File: src/rtl/mbe_pkg.sv
// Shared types and constants for the Mandelbrot escape-time block.
// Used by the controller, the datapath and the top level.
`timescale 1ns / 1ps

package mbe_pkg;

    // Configuration register indexes
    localparam int CFG_ADDR_BITS = 3;
    localparam logic [CFG_ADDR_BITS-1:0] REG_REAL_START = 3'd0;
    localparam logic [CFG_ADDR_BITS-1:0] REG_REAL_STEP  = 3'd1;
    localparam logic [CFG_ADDR_BITS-1:0] REG_IMAG_START = 3'd2;
    localparam logic [CFG_ADDR_BITS-1:0] REG_IMAG_STEP  = 3'd3;
    localparam logic [CFG_ADDR_BITS-1:0] REG_ITER_LIMIT = 3'd4;

    localparam int COLOUR_BITS = 8;

    // Controller to datapath commands
    typedef struct packed {
        logic capture;     // latch pixel coordinates
        logic coord_mul;   // index * step
        logic coord_add;   // start + product, clamp, clear z and count
        logic iter_mul;    // square and cross products of z
        logic iter_eval;   // magnitude test and z update
        logic finish;      // move result into the output register
    } mbe_cmd_t;

    // Datapath to controller status
    typedef struct packed {
        logic iter_more;   // limit not reached and |z|^2 below 4.0
    } mbe_stat_t;

endpackage

File: src/rtl/mbe_ctrl.sv
// Sequencer for the escape-time block: steps one pixel through the
// coordinate and iteration phases. Depends on mbe_pkg.
`timescale 1ns / 1ps

module mbe_ctrl
    import mbe_pkg::*;
(
    input  logic      clk,
    input  logic      rst_n,
    input  logic      in_valid,
    output logic      in_ready,
    input  logic      out_free,
    input  mbe_stat_t stat,
    output mbe_cmd_t  cmd
);

    localparam logic [2:0] ST_IDLE   = 3'd0;
    localparam logic [2:0] ST_CMUL   = 3'd1;
    localparam logic [2:0] ST_CADD   = 3'd2;
    localparam logic [2:0] ST_IMUL   = 3'd3;
    localparam logic [2:0] ST_IEVAL  = 3'd4;
    localparam logic [2:0] ST_FINISH = 3'd5;

    logic [2:0] state_reg;
    logic [2:0] state_next;

    always_ff @(posedge clk or negedge rst_n)
    begin
        if (!rst_n)
        begin
            state_reg <= ST_IDLE;
        end
        else
        begin
            state_reg <= state_next;
        end
    end

    always_comb
    begin
        state_next = state_reg;
        cmd        = '0;
        in_ready   = 1'b0;
        unique case (state_reg)
            ST_IDLE:
            begin
                in_ready    = 1'b1;
                cmd.capture = in_valid;
                if (in_valid)
                begin
                    state_next = ST_CMUL;
                end
            end
            ST_CMUL:
            begin
                cmd.coord_mul = 1'b1;
                state_next    = ST_CADD;
            end
            ST_CADD:
            begin
                cmd.coord_add = 1'b1;
                state_next    = ST_IMUL;
            end
            ST_IMUL:
            begin
                cmd.iter_mul = 1'b1;
                state_next   = ST_IEVAL;
            end
            ST_IEVAL:
            begin
                cmd.iter_eval = 1'b1;
                state_next    = stat.iter_more ? ST_IMUL : ST_FINISH;
            end
            ST_FINISH:
            begin
                // hold until the output register can take the result
                cmd.finish = out_free;
                if (out_free)
                begin
                    state_next = ST_IDLE;
                end
            end
            default:
            begin
                state_next = ST_IDLE;
            end
        endcase
    end

endmodule

File: config.mk
export PLATFORM = sky130hd
export DESIGN_NAME = mbe_ctrl
export DESIGN_NICKNAME = d
export VERILOG_FILES = /design/src/rtl/mbe_pkg.sv /design/src/rtl/mbe_ctrl.sv
export SDC_FILE = /design/constraint.sdc
export NUM_CORES = 1
export LEC_CHECK = 0
export BUFFER_PORTS_ARGS = -buffer_cell sky130_fd_sc_hd__buf_2
export CAP_MARGIN = 0
export CORE_AREA = 2 2 39 41
export DETAILED_ROUTE_END_ITERATION = 8
export DIE_AREA = 0 0 41 43
export HOLD_SLACK_MARGIN = 0.02
export PLACE_DENSITY = 0.38
export SLEW_MARGIN = 40
export SYNTH_ARGS = -nofsm -noshare
export SYNTH_HDL_FRONTEND = slang
export SYNTH_SLANG_ARGS = --single-unit
File: constraint.sdc
create_clock -name clk -period 1.2 [get_ports clk]
set_input_delay 0.18 -clock clk [delete_from_list [all_inputs] [get_ports clk]]
set_output_delay 0.18 -clock clk [all_outputs]
set_load 0.02 [all_outputs]
==> results_dict.tcl <==
set metrics [dict create \
    status "finished, violations left" \
    violations "setup timing" \
    portBuffers 11 \
    cts_tree "done" \
    start_util_pct 17.1 \
    critical_path_class "register to primary output" \
    num_rows 14 \
    max_stage_delay_ns 0.44 \
    wl_met1_um 251 \
    totalWireLength_um 621 \
    dp_hpwl_um 454 \
    ys_types 19 \
    ant_nets 0 \
    die_w_um 41 \
    grt.total_usage_pct 10.7 \
    largest_reg_flops 3 \
    vias 257 \
    hold_end "state_reg[1]$_DFFE_PN0P_" \
    cts.sinks 3 \
    synth_adder_area_share_pct 0 \
    drt_iter0_markers 3 \
    nets 51 \
    worst_pin_slew_ns 0.228 \
    routedWlPerCell_um 10.2 \
    power_mw 1.22 \
    gp_congestion 0.767 \
    syn-num-nets 28 \
    timing.rr.end "state_reg[0]$_DFFE_PN0P_" \
    diodes 0 \
    timing.max_slew.rel_slack_pct 84.8 \
    cpMostUsedCell "buf_4" \
    synth.mux.area_fraction_pct 4.23 \
    met3_length_um 37 \
    critPathRequiredTime_ns 1.02 \
    synth_top_family_by_area "simple AND/OR/NAND/NOR gates" \
    synthXorXnorAreaFrac_pct 0 \
    final_common_cell "buf_4" \
    start_kind "register" \
    cts_root_buf "clkbuf_4" \
    core_area_mm2 0.00138 \
    worst_slack_ns -0.120 \
    reg2reg_slack_ns -0.05 \
    ir_worst_vdd_mv 0.933 \
    cpMaxStageDelayCell "dfrtp_2" \
    pwr_density_cell_mw_per_mm2 2840 \
    ys_seq_area_share_pct 31.7 \
    final_hold_viol_count 0 \
    drv_slew 0 \
    setup_viol 9 \
    syn_to_final_growth_pct 82.0 \
    syn_area_um2 236 \
    cts_buffer_depth 2 \
    rr_startpoint "state_reg[2]$_DFFE_PN0P_" \
    min_period_ns 1.32 \
    cp.arrival_ns 1.14 \
    yosysWarnings 0 \
    synth_simple_gate_area_share_pct 36.5 \
    ios 12 \
    ys_ff_latch 3 \
    worstPathMaxFanout 6 \
    critPathCaptureType "primary output" \
    synthCells 23 \
    cp.depth 3 \
    clk_latency_ns 0.23 \
    grt_overflow 0 \
    die_area_mm2 0.00176 \
    cap_violations 0 \
    crit_chain "buf_4, nor3b_2, buf_4" \
    worstHoldPathType "input port to register" \
    fin_crit_sh_pct 110 \
    synth-compound-area-share_pct 13.2 \
    drc 0 \
    crit_family "flip-flops" \
    ff2ff_path_depth 4 \
    min_delay_path_depth 3 \
    cts_buffers 3 \
    wl_met2_um 320 \
    grt_pass1_wl_um 1180 \
    design_area_um2 430 \
    worstHoldStart "stat" \
    layout-drive-gt1-share_pct 71.1 \
    die_h_um 43 \
    clkTransAtPathRegs_ns 0.04 \
    antenna_found_initial 0 \
    grt_pass1_vias 272 \
    p_leak_nw 0.201 \
    via_per_inst 4.21 \
    dpl-instance-area_um2 332 \
    avgSynthCellArea_um2 10.3 \
    final_cell_mix "10 x buf_4, 6 x buf_2, 4 x buf_6, 3 x clkbuf_4, 3 x dfrtp_2" \
    skew_ns 0.00204 \
    rsz0062_at_grt "true" \
    drtPass1Iterations 4 \
    grt_max_degree 8 \
    cp.buffers_inverters 2 \
    max_freq_mhz 758 \
    htree_levels 1 \
    routed.top_layer "met4" \
    fin_util_pct 31.1 \
    n_fill_cell 148 \
]
-- kinds of logic after synthesis --
family	Yosys count
buffers and inverters	4
multiplexers	1
AO/OA/AOI/OAI	4
AND/OR/NAND/NOR	11
flip-flops	3
-- routing by layer --
layer	vias to the layer above	track usage [%]
met5	-	0
met4	0	8.00
met3	2	5.24
met2	9	15.0
met1	121	11.7
li1	125	-
-- tightest hold or removal path, cell delays in order --
cell and delay [ns]:
buf_2 0.10, nand3b_1 0.08, a31oi_1 0.08
-- final cells by class --
cell class                      count  area, um^2  area share [%]
Timing Repair Buffer               21         160            37.2
Multi-Input combinational cell     16         141            32.8
Sequential cell                     3        78.8            18.3
Clock buffer                        4        26.3            6.10
Tap cell                           16        20.0            4.65
Inverter                            1        3.75           0.872
-- per-stage QoR --
step	setup TNS (ns)	setup WS, ns	hold WS, ns	std cells
global route	-1.21	-0.181	0.266	61
global placement	0	0.0216	-0.0249	52
finish	-0.620	-0.120	0.250	61
CTS	-0.784	-0.136	0.247	61
detailed placement	0	0.0103	-0.0221	52
floorplan	0	0.000285	-0.116	23
-- where the power goes --
group | internal [mW] | switching (mW) | leakage, nW | total, mW
combinational | 0.450 | 0.328 | 0.153 | 0.778
clock | 0.125 | 0.0507 | 0.0150 | 0.175
sequential | 0.160 | 0.109 | 0.0332 | 0.270
-- synth_stat cells (all sizes together) --
library cell / count / area [um^2]
a221oi: 1 / 8.76
a31o: 1 / 8.76
a31oi: 1 / 6.26
and2: 1 / 6.26
and3b: 1 / 12.5
and4: 1 / 8.76
buf: 3 / 30.0
dfrtp: 3 / 75.1
inv: 1 / 3.75
mux2i: 1 / 10.0
nand2b: 2 / 20.0
nand3b: 1 / 7.51
nor2: 1 / 3.75
nor3: 3 / 20.0
nor3b: 1 / 7.51
o21a: 1 / 7.51
-- worst max path at each step --
| stage | from | end | slack [ns] |
|---|---|---|---|
| after global routing | state_reg[0]$_DFFE_PN0P_ | cmd[1] | -0.18 |
| after CTS | state_reg[2]$_DFFE_PN0P_ | cmd[5] | -0.14 |
| after detailed placement | state_reg[0]$_DFFE_PN0P_ | cmd[4] | 0.01 |
| after global placement | state_reg[0]$_DFFE_PN0P_ | cmd[4] | 0.02 |
| after floorplan | state_reg[1]$_DFFE_PN0P_ | cmd[5] | 0.0003 |
| final | state_reg[2]$_DFFE_PN0P_ | cmd[1] | -0.12 |
-- timing repair --
| item | 4_1_cts | 5_1_grt |
|---|---|---|
| hold endpoints to repair | 3 | 0 |
| setup buffers | 4 | 0 |
| hold buffers | 1 | 0 |
| pin swaps | 2 | 0 |
| gates resized for setup | 14 | 2 |
| endpoints found under the setup margin | 7 | 9 |
Note: power is estimated with default switching activity, not from simulation.
